$ cat src/design/lbns_pkg.sv
// Shared constants and word types for the letterbox nearest-neighbor address mapper.
package lbns_pkg;

   localparam int OUT_WIDTH   = 320;
   localparam int OUT_HEIGHT  = 240;
   localparam int MAX_SRC_DIM = 4096;

   localparam int DIM_W    = 13;
   localparam int COL_W    = 9;
   localparam int ROW_W    = 8;
   localparam int SRC_W    = 12;
   localparam int IDX_W    = 24;
   localparam int PROD_W   = 22;
   localparam int RECIP_SH = 32;
   localparam int RECIP_W  = 25;
   localparam int QUO_W    = PROD_W + RECIP_W - RECIP_SH;
   localparam int DIV_CNT_W = 5;

   localparam logic [RECIP_W-1:0] RECIP_COL = RECIP_W'((64'd1 << RECIP_SH) / OUT_WIDTH);
   localparam logic [RECIP_W-1:0] RECIP_ROW = RECIP_W'((64'd1 << RECIP_SH) / OUT_HEIGHT);

   localparam logic [0:0] REG_SOURCE_WIDTH  = 1'b0;
   localparam logic [0:0] REG_SOURCE_HEIGHT = 1'b1;

   typedef struct packed {
      logic [COL_W-1:0] out_col;
      logic [ROW_W-1:0] out_row;
   } req_type;

   typedef struct packed {
      logic             inside_image;
      logic [SRC_W-1:0] src_col;
      logic [SRC_W-1:0] src_row;
      logic [IDX_W-1:0] src_index;
   } rsp_type;

   typedef struct packed {
      logic             busy;
      logic             blank;
      logic             wide_fit;
      logic [COL_W-1:0] ox;
      logic [ROW_W-1:0] oy;
      logic [COL_W:0]   col_end;
      logic [ROW_W:0]   row_end;
   } setup_type;

endpackage

$ cat src/design/letterbox_nearest_scaler_addr.sv
// Top level of the letterbox nearest-neighbor address mapper.
// Each input word carries one display coordinate (out_col, out_row) and is taken at a
// clock edge where start is high and busy is low. Each one yields exactly one result word
// on rsp_word, shown for one cycle with rsp_strobe high, after it has passed the five register stages.
// While busy is low a new coordinate can be taken every cycle, so the mapper sustains
// one word per clock through its five register stages.
// Writing source_width or source_height through the csr port raises busy while a
// one-bit-per-cycle divider works out the drawn size and bar offsets; busy stays high until the
// setup has returned to idle, and the same pass runs after reset with the default 320 by
// 240 source.
// Reset clears the pipeline valid bits, so no result word appears from before reset.
// Result words cannot be held off, so the pipeline never stalls once a word is accepted.
// Pixels in a bar, or any pixel when the fit leaves nothing drawn, report inside_image
// low with zero coordinates and index.
module letterbox_nearest_scaler_addr (
   input  logic                       clock,
   input  logic                       reset,
   input  logic                       start,
   output logic                       busy,
   input  lbns_pkg::req_type          req_word,
   output logic                       rsp_strobe,
   output lbns_pkg::rsp_type          rsp_word,
   input  logic                       csr_write_en,
   input  logic [0:0]                 csr_index,
   input  logic [lbns_pkg::DIM_W-1:0] csr_wdata
);

   lbns_pkg::setup_type                 setup;
   logic [lbns_pkg::DIM_W-1:0]          sw_ff, sh_ff, wdata_sat;
   logic [lbns_pkg::DIM_W-1:0]          num;
   logic [lbns_pkg::RECIP_W-1:0]        recip;
   logic [lbns_pkg::COL_W-1:0]          den;
   logic                                accept;

   logic                                v1_ff, v2_ff, v3_ff, v4_ff, v5_ff;
   logic                                in1_ff, in2_ff, in3_ff, in4_ff;
   logic [lbns_pkg::COL_W-1:0]          x1_ff;
   logic [lbns_pkg::ROW_W-1:0]          y1_ff;
   logic [lbns_pkg::PROD_W-1:0]         px2_ff, py2_ff, px3_ff, py3_ff;
   logic [lbns_pkg::QUO_W-1:0]          qx3_ff, qy3_ff;
   logic [lbns_pkg::SRC_W-1:0]          sx4_ff, sy4_ff;
   lbns_pkg::rsp_type                   rsp_ff, rsp_in;

   logic                                in1_in;
   logic [lbns_pkg::PROD_W+lbns_pkg::RECIP_W-1:0] mx, my;
   logic [lbns_pkg::PROD_W-1:0]         rx, ry;
   logic [lbns_pkg::QUO_W-1:0]          fx, fy;
   logic [lbns_pkg::SRC_W-1:0]          sx_in, sy_in;
   logic [lbns_pkg::IDX_W:0]            idx;

   lbns_setup u_setup (
      .clock  (clock),
      .reset  (reset),
      .recalc (csr_write_en),
      .src_w  (sw_ff),
      .src_h  (sh_ff),
      .setup  (setup)
   );

   assign busy   = setup.busy;
   assign accept = start && !setup.busy;
   assign wdata_sat = (csr_wdata > lbns_pkg::DIM_W'(lbns_pkg::MAX_SRC_DIM)) ?
                      lbns_pkg::DIM_W'(lbns_pkg::MAX_SRC_DIM) : csr_wdata;

   always_comb begin
      num   = setup.wide_fit ? sw_ff : sh_ff;
      recip = setup.wide_fit ? lbns_pkg::RECIP_COL : lbns_pkg::RECIP_ROW;
      den   = setup.wide_fit ? lbns_pkg::COL_W'(lbns_pkg::OUT_WIDTH) :
                               lbns_pkg::COL_W'(lbns_pkg::OUT_HEIGHT);
      in1_in = !setup.blank &&
               (req_word.out_col >= setup.ox) &&
               ({1'b0, req_word.out_col} < setup.col_end) &&
               (req_word.out_row >= setup.oy) &&
               ({1'b0, req_word.out_row} < setup.row_end);

      mx = (lbns_pkg::PROD_W+lbns_pkg::RECIP_W)'(px2_ff) * (lbns_pkg::PROD_W+lbns_pkg::RECIP_W)'(recip);
      my = (lbns_pkg::PROD_W+lbns_pkg::RECIP_W)'(py2_ff) * (lbns_pkg::PROD_W+lbns_pkg::RECIP_W)'(recip);

      rx = px3_ff - lbns_pkg::PROD_W'(qx3_ff) * lbns_pkg::PROD_W'(den);
      ry = py3_ff - lbns_pkg::PROD_W'(qy3_ff) * lbns_pkg::PROD_W'(den);
      fx = (rx >= lbns_pkg::PROD_W'(den)) ? qx3_ff + 1'b1 : qx3_ff;
      fy = (ry >= lbns_pkg::PROD_W'(den)) ? qy3_ff + 1'b1 : qy3_ff;
      sx_in = (fx >= lbns_pkg::QUO_W'(sw_ff)) ? lbns_pkg::SRC_W'(sw_ff - 1'b1) :
                                                 lbns_pkg::SRC_W'(fx);
      sy_in = (fy >= lbns_pkg::QUO_W'(sh_ff)) ? lbns_pkg::SRC_W'(sh_ff - 1'b1) :
                                                 lbns_pkg::SRC_W'(fy);

      idx = (lbns_pkg::IDX_W+1)'(sy4_ff) * (lbns_pkg::IDX_W+1)'(sw_ff) +
            (lbns_pkg::IDX_W+1)'(sx4_ff);
      rsp_in.inside_image = in4_ff;
      rsp_in.src_col      = in4_ff ? sx4_ff : '0;
      rsp_in.src_row      = in4_ff ? sy4_ff : '0;
      rsp_in.src_index    = in4_ff ? idx[lbns_pkg::IDX_W-1:0] : '0;
   end

   always_ff @(posedge clock) begin
      if (reset) begin
         sw_ff <= lbns_pkg::DIM_W'(lbns_pkg::OUT_WIDTH);
         sh_ff <= lbns_pkg::DIM_W'(lbns_pkg::OUT_HEIGHT);
         v1_ff <= 1'b0;
         v2_ff <= 1'b0;
         v3_ff <= 1'b0;
         v4_ff <= 1'b0;
         v5_ff <= 1'b0;
      end else begin
         if (csr_write_en && (csr_index == lbns_pkg::REG_SOURCE_WIDTH)) begin
            sw_ff <= wdata_sat;
         end
         if (csr_write_en && (csr_index == lbns_pkg::REG_SOURCE_HEIGHT)) begin
            sh_ff <= wdata_sat;
         end
         v1_ff <= accept;
         v2_ff <= v1_ff;
         v3_ff <= v2_ff;
         v4_ff <= v3_ff;
         v5_ff <= v4_ff;
      end
      in1_ff <= in1_in;
      x1_ff  <= req_word.out_col - setup.ox;
      y1_ff  <= req_word.out_row - setup.oy;
      in2_ff <= in1_ff;
      px2_ff <= lbns_pkg::PROD_W'(x1_ff) * lbns_pkg::PROD_W'(num);
      py2_ff <= lbns_pkg::PROD_W'(y1_ff) * lbns_pkg::PROD_W'(num);
      in3_ff <= in2_ff;
      px3_ff <= px2_ff;
      py3_ff <= py2_ff;
      qx3_ff <= mx[lbns_pkg::PROD_W+lbns_pkg::RECIP_W-1:lbns_pkg::RECIP_SH];
      qy3_ff <= my[lbns_pkg::PROD_W+lbns_pkg::RECIP_W-1:lbns_pkg::RECIP_SH];
      in4_ff <= in3_ff;
      sx4_ff <= sx_in;
      sy4_ff <= sy_in;
      rsp_ff <= rsp_in;
   end

   assign rsp_strobe = v5_ff;
   assign rsp_word   = rsp_ff;

   a_black_zero: assert property (@(posedge clock) disable iff (reset)
      (rsp_strobe && !rsp_word.inside_image) |->
         (rsp_word.src_col == '0) && (rsp_word.src_row == '0) && (rsp_word.src_index == '0))
      else $error("black bar word carries a nonzero address");
   a_col_clamped: assert property (@(posedge clock) disable iff (reset)
      (rsp_strobe && rsp_word.inside_image) |->
         ({1'b0, rsp_word.src_col} < sw_ff) && ({1'b0, rsp_word.src_row} < sh_ff))
      else $error("source coordinate beyond the source image");
   a_no_accept_busy: assert property (@(posedge clock) disable iff (reset)
      (start && busy) |=> !v1_ff)
      else $error("word taken while busy");

endmodule

$ cat src/design/lbns_setup.sv
// Geometry sequencer: derives the fit mode, drawn size and bar offsets from the source size.
module lbns_setup (
   input  logic                       clock,
   input  logic                       reset,
   input  logic                       recalc,
   input  logic [lbns_pkg::DIM_W-1:0] src_w,
   input  logic [lbns_pkg::DIM_W-1:0] src_h,
   output lbns_pkg::setup_type        setup
);

   typedef enum logic [1:0] {ST_CALC, ST_DIV, ST_DONE, ST_IDLE} state_type;

   state_type                          state_ff, state_in;
   logic                               wide_ff, wide_in;
   logic                               zero_ff, zero_in;
   logic [lbns_pkg::DIM_W-1:0]         divisor_ff, divisor_in;
   logic [lbns_pkg::PROD_W-1:0]        dvd_ff, dvd_in;
   logic [lbns_pkg::DIM_W:0]           rem_ff, rem_in;
   logic [lbns_pkg::DIV_CNT_W-1:0]     cnt_ff, cnt_in;
   lbns_pkg::setup_type                geo_ff, geo_in;

   logic [lbns_pkg::DIM_W:0]           rem_shift;
   logic [lbns_pkg::PROD_W-1:0]        prod_w, prod_h;
   logic [lbns_pkg::COL_W-1:0]         dw;
   logic [lbns_pkg::ROW_W:0]           dh;
   logic [lbns_pkg::COL_W-1:0]         quo_c;
   logic [lbns_pkg::ROW_W:0]           quo_r;

   always_comb begin
      prod_w    = lbns_pkg::PROD_W'(src_h) * lbns_pkg::PROD_W'(lbns_pkg::OUT_WIDTH);
      prod_h    = lbns_pkg::PROD_W'(src_w) * lbns_pkg::PROD_W'(lbns_pkg::OUT_HEIGHT);
      rem_shift = {rem_ff[lbns_pkg::DIM_W-1:0], dvd_ff[lbns_pkg::PROD_W-1]};
      quo_c     = dvd_ff[lbns_pkg::COL_W-1:0];
      quo_r     = dvd_ff[lbns_pkg::ROW_W:0];
      if (wide_ff) begin
         dw = lbns_pkg::COL_W'(lbns_pkg::OUT_WIDTH);
         dh = quo_r;
      end else begin
         dw = quo_c;
         dh = (lbns_pkg::ROW_W+1)'(lbns_pkg::OUT_HEIGHT);
      end

      state_in   = state_ff;
      wide_in    = wide_ff;
      zero_in    = zero_ff;
      divisor_in = divisor_ff;
      dvd_in     = dvd_ff;
      rem_in     = rem_ff;
      cnt_in     = cnt_ff;
      geo_in     = geo_ff;
      geo_in.busy = 1'b1;

      case (state_ff)
         ST_CALC: begin
            wide_in = (prod_w <= prod_h);
            zero_in = (src_w == '0) || (src_h == '0);
            if (prod_w <= prod_h) begin
               dvd_in     = prod_w;
               divisor_in = src_w;
            end else begin
               dvd_in     = prod_h;
               divisor_in = src_h;
            end
            rem_in   = '0;
            cnt_in   = '0;
            state_in = ((src_w == '0) || (src_h == '0)) ? ST_DONE : ST_DIV;
         end
         ST_DIV: begin
            if (rem_shift >= {1'b0, divisor_ff}) begin
               rem_in = rem_shift - {1'b0, divisor_ff};
               dvd_in = {dvd_ff[lbns_pkg::PROD_W-2:0], 1'b1};
            end else begin
               rem_in = rem_shift;
               dvd_in = {dvd_ff[lbns_pkg::PROD_W-2:0], 1'b0};
            end
            cnt_in = cnt_ff + 1'b1;
            if (cnt_ff == lbns_pkg::DIV_CNT_W'(lbns_pkg::PROD_W - 1)) begin
               state_in = ST_DONE;
            end
         end
         ST_DONE: begin
            geo_in.wide_fit = wide_ff;
            geo_in.blank    = zero_ff || (dw == '0) || (dh == '0);
            geo_in.ox       = lbns_pkg::COL_W'((lbns_pkg::COL_W'(lbns_pkg::OUT_WIDTH) - dw) >> 1);
            geo_in.oy       = lbns_pkg::ROW_W'(((lbns_pkg::ROW_W+1)'(lbns_pkg::OUT_HEIGHT) - dh) >> 1);
            geo_in.col_end  = {1'b0, geo_in.ox} + {1'b0, dw};
            geo_in.row_end  = {1'b0, geo_in.oy} + dh;
            state_in        = ST_IDLE;
         end
         ST_IDLE: begin
            geo_in.busy = 1'b0;
         end
         default: begin
            state_in = ST_CALC;
         end
      endcase

      if (recalc) begin
         state_in    = ST_CALC;
         geo_in.busy = 1'b1;
      end
   end

   always_ff @(posedge clock) begin
      if (reset) begin
         state_ff    <= ST_CALC;
         geo_ff.busy <= 1'b1;
         geo_ff.blank <= 1'b1;
      end else begin
         state_ff    <= state_in;
         geo_ff.busy <= geo_in.busy;
         geo_ff.blank <= geo_in.blank;
      end
      wide_ff         <= wide_in;
      zero_ff         <= zero_in;
      divisor_ff      <= divisor_in;
      dvd_ff          <= dvd_in;
      rem_ff          <= rem_in;
      cnt_ff          <= cnt_in;
      geo_ff.wide_fit <= geo_in.wide_fit;
      geo_ff.ox       <= geo_in.ox;
      geo_ff.oy       <= geo_in.oy;
      geo_ff.col_end  <= geo_in.col_end;
      geo_ff.row_end  <= geo_in.row_end;
   end

   assign setup = geo_ff;

   a_busy_not_idle: assert property (@(posedge clock) disable iff (reset)
      (state_ff != ST_IDLE) |=> geo_ff.busy || $past(state_ff == ST_DONE && !recalc))
      else $error("setup reported ready while still working");
   a_cnt_range: assert property (@(posedge clock) disable iff (reset)
      (state_ff == ST_DIV) |-> (cnt_ff < lbns_pkg::DIV_CNT_W'(lbns_pkg::PROD_W)))
      else $error("divider ran past its last bit");
   a_recalc: assert property (@(posedge clock) disable iff (reset)
      recalc |=> (state_ff == ST_CALC) && geo_ff.busy)
      else $error("register write did not restart the setup");

endmodule

$ cat config.mk
export PLATFORM = sky130hd
export DESIGN_NAME = letterbox_nearest_scaler_addr
export DESIGN_NICKNAME = d
export VERILOG_FILES = /design/src/design/lbns_pkg.sv /design/src/design/letterbox_nearest_scaler_addr.sv /design/src/design/lbns_setup.sv
export SDC_FILE = /design/constraint.sdc
export NUM_CORES = 2
export LEC_CHECK = 0
export ABC_AREA = 1
export BUFFER_PORTS_ARGS = -buffer_cell sky130_fd_sc_hd__buf_4
export CORE_UTILIZATION = 65
export DETAILED_ROUTE_END_ITERATION = 12
export PLACE_DENSITY_LB_ADDON = 0.12
export SYNTH_ARGS = -nofsm -noshare
export SYNTH_HDL_FRONTEND = slang
export SYNTH_HIERARCHICAL = 1
export SYNTH_SLANG_ARGS = --single-unit
$ cat constraint.sdc
create_clock -name clock -period 18.8 [get_ports clock]
set_clock_uncertainty 0.15 [all_clocks]
set_input_delay 2.82 -clock clock [delete_from_list [all_inputs] [get_ports clock]]
set_output_delay 2.82 -clock clock [all_outputs]
set_load 0.005 [all_outputs]
==> impl_metrics.tcl <==
set metrics [dict create \
    status "finished clean" \
    synth_edf_count 91 \
    worstRegToRegCells 36 \
    timing.critical_path.to "sx4_ff[5]" \
    clock_tree.htree_level_count 2 \
    initial_standard_cell_utilization_of_the_core_pct 65.51 \
    cell_area_after_technology_mapping_um2 52680 \
    grt_remaining_overflow 0 \
    postSynthCellCount 6598 \
    final_hold_violation_count 0 \
    period_needed_ps 9683 \
    postCtsHoldBufs 0 \
    worst_ep_arrival_time_ps 10020 \
    drt_wl_total_um 141700 \
    timing_max_transition_violations_final 0 \
    cp_num_buf_inv 8 \
    post-cts-setup-buffer-count 0 \
    route.detailed.drc 0 \
    track_usage_pct 35.48 \
    synth.ff_latch_count 335 \
    dp.final_hpwl_um 120300 \
    synth_cell_type_count 69 \
    fillers 6882 \
    synth_top_area_share_pct 26.49 \
    synth.top_cells.by_area "fa_1 26%, ha_1 19%, inv_1 12%" \
    final.setup.tns_ps 0 \
    syn_avg_cell_area_um2 7.985 \
    largest_area_contributor_in_the_netlist "fa_1" \
    worstReg2RegEnd "sx4_ff[5]" \
    seq_total_area_yosys_pct 14.46 \
    core.rowCount 104 \
    initial_antenna_violation_count 4 \
    cts_root_buf "clkbuf_16" \
    cp_slowest_cell "clkinv_1" \
    drt-pass1-iter-count 6 \
    core_um2 80420 \
    path_clk_slew_ps 60 \
    post_route_clock_period_utilization_pct 51.50 \
    report.final.setup_viol 0 \
    average_wire_per_standard_cell_um 18.23 \
    finalNetCount 8205 \
    rsz0062_at_grt "no" \
    timing.hold.worst.class "reg -> reg" \
    vias_in_the_first_global_route 43680 \
    port_buffers 85 \
    tritoncts_num_sinks 335 \
    insertion_delay_ps 600 \
    max_cap_viol_count 0 \
    worst_r2r_startpoint "u_setup/setup[36]" \
    fp.dieH_um 286.7 \
    synth.yosys.warnings 6 \
    fp.dieArea_um2 82190 \
    reg2reg_setup_slack_ps 9120 \
    via_count 42650 \
    die_width_um 286.7 \
    maxSlewHeadroom_pct 18.36 \
    cts_tree "done" \
    crit_type "reg -> reg" \
    cts_buffer_depth 3 \
    synth_async_sr_flop_share_pct 0 \
    final_layout_size_suffix_gt1_share_pct 4.054 \
    crit_required_ps 19130 \
    critical-path-top-cell-by-count "nand2_1" \
    cpPeakStageDelay_ps 900 \
    cts.repair.resized 0 \
    achievable-frequency_mhz 103.3 \
    largest_net_degree_at_the_start_of_global_routing 88 \
    critPathLaunch "u_setup/setup[36]" \
    ios 86 \
    critical_path.startpoint_type "flop" \
    crit_family "adder cells" \
    drt.antenna.violating_nets 0 \
    cts-buffers-inserted 41 \
    synth-main-ff-cell "dfxtp_1" \
    worstSetupPathDepth 36 \
    first_iter_violations 2967 \
    route.detailed.vias_per_inst 5.487 \
    syn_to_final_growth_pct 6.068 \
    wire_length_of_the_first_global_routing_pass_um 227700 \
    routabilityCongestion 0.9959 \
    tightestPinTransition_ps 1220 \
    critical_path_peak_fanout 87 \
    cp_capture_type "flop" \
]
==> synth_stat cells, drive strengths merged, types with 14 or more instances <==
cell and instances:
nand3b 18, o21ai 237, o21bai 38, inv 1658, ha 795, nor4 17, nand3 198, clkinv 20
o211ai 15, nand4 93, nand2 1284, nor2 429, buf 46, edfxtp 91, xor2 130, a31oi 16
a21o 21, nor3 52, fa 697, dfxtp 244, o21a 14, a21oi 302, clkbuf 70, xnor2 50
==> logic make-up (layout without fill, tap and decap cells) <==
group	after synthesis	count (layout)	synth area share [%]
adders and majority gates	1492	1492	45.37
AOI/OAI and AO/OA	688	688	7.400
xor gates and xnor gates	180	180	2.992
other	3	49	0.02137
and+or+nand+nor	2106	2106	16.83
buffers and inverters	1794	1862	12.93
DFF	335	335	14.46
==> flip-flops by register name (all words and copies together) (netlist names), 2 cells and up <==
name / cells
px2_ff: 22
px3_ff: 22
py2_ff: 21
py3_ff: 21
qx3_ff: 15
qy3_ff: 14
rsp_word: 49
sh_ff: 13
sw_ff: 13
sx4_ff: 12
sy4_ff: 12
u_setup/cnt_ff: 5
u_setup/divisor_ff: 13
u_setup/dvd_ff: 22
u_setup/rem_ff: 13
u_setup/setup: 38
u_setup/state_ff: 2
x1_ff: 9
y1_ff: 8
==> worst min path at each step <==
| stage | depth (start not counted) | end | startpoint |
|---|---|---|---|
| final | 0 | in3_ff | in2_ff |
| after floorplan | 0 | in2_ff | in1_ff |
| after global placement | 0 | in2_ff | in1_ff |
| after CTS | 0 | in3_ff | in2_ff |
| after detailed placement | 0 | in2_ff | in1_ff |
| after global routing | 0 | in3_ff | in2_ff |
==> stage by stage <==
step	std cells	hold WS, ps	instance area (µm²)	utilization (%)	setup WS [ps]
floorplan	6641	159.6	52840	-	11500
global placement	7695	178.0	54490	67.76	9580
detailed placement	7695	175.7	54490	67.76	9345
CTS	7769	209.7	55870	69.48	9324
global route	7770	204.5	55870	69.48	8418
finish	7772	200.6	55880	69.49	9117
==> worst register-to-register path, delay by kind of cell (launching register included) <==
family | cells | cell delay (ps)
compound gates | 5 | 1100
fa+ha+maj | 7 | 2800
buf+inv | 8 | 2490
flops | 1 | 330
simple gates | 16 | 2730
==> final cells by class <==
class / count / area [µm²] / share of cell area [%]
Clock buffer: 55 / 1182 / 2.116
Timing Repair Buffer: 110 / 825.8 / 1.478
Multi-Input combinational cell: 4512 / 38420 / 68.75
Antenna cell: 3 / 7.507 / 0.01343
Sequential cell: 335 / 7619 / 13.63
Tap cell: 1060 / 1326 / 2.373
Inverter: 1678 / 6302 / 11.28
Clock inverter: 19 / 198.9 / 0.3560
==> placed cells by master, fill, tap and decap left out, types with 6 or more instances in the layout <==
cell | Yosys | layout
nor2_1 | 415 | 415
o21ai_0 | 193 | 191
a21o_1 | 21 | 21
a221oi_1 | 7 | 7
inv_2 | 14 | 14
nand2_1 | 1256 | 1256
clkbuf_16 | 0 | 44
nand3_1 | 183 | 183
ha_1 | 795 | 794
conb_1 | 3 | 46
a21boi_0 | 10 | 10
nor2_2 | 11 | 11
dfxtp_1 | 244 | 243
o21bai_1 | 36 | 36
xor2_1 | 130 | 130
xnor2_1 | 50 | 50
clkbuf_1 | 70 | 7
clkinv_1 | 19 | 22
nand4_1 | 92 | 92
fa_1 | 697 | 697
edfxtp_1 | 91 | 91
inv_1 | 1643 | 1642
buf_4 | 7 | 110
o21a_1 | 14 | 14
o211ai_1 | 15 | 15
nand3b_1 | 18 | 18
nor4_1 | 17 | 17
o21ai_1 | 40 | 42
nor3_1 | 50 | 50
a21oi_2 | 6 | 6
o31ai_1 | 7 | 7
nand2_2 | 25 | 25
a21oi_1 | 295 | 295
a31oi_1 | 16 | 16
nand3_2 | 12 | 12
==> layer usage <==
layer	up-vias	global-route usage (%)	wire length [µm]
met5	-	0	13
met4	2	13.38	5464
met3	309	4.603	9320
met2	1413	61.20	68520
met1	20520	45.36	58340
li1	20400	-	-
Power is not shown: default switching activity piles up to over one toggle a cycle in this logic, so the estimate is an artifact.
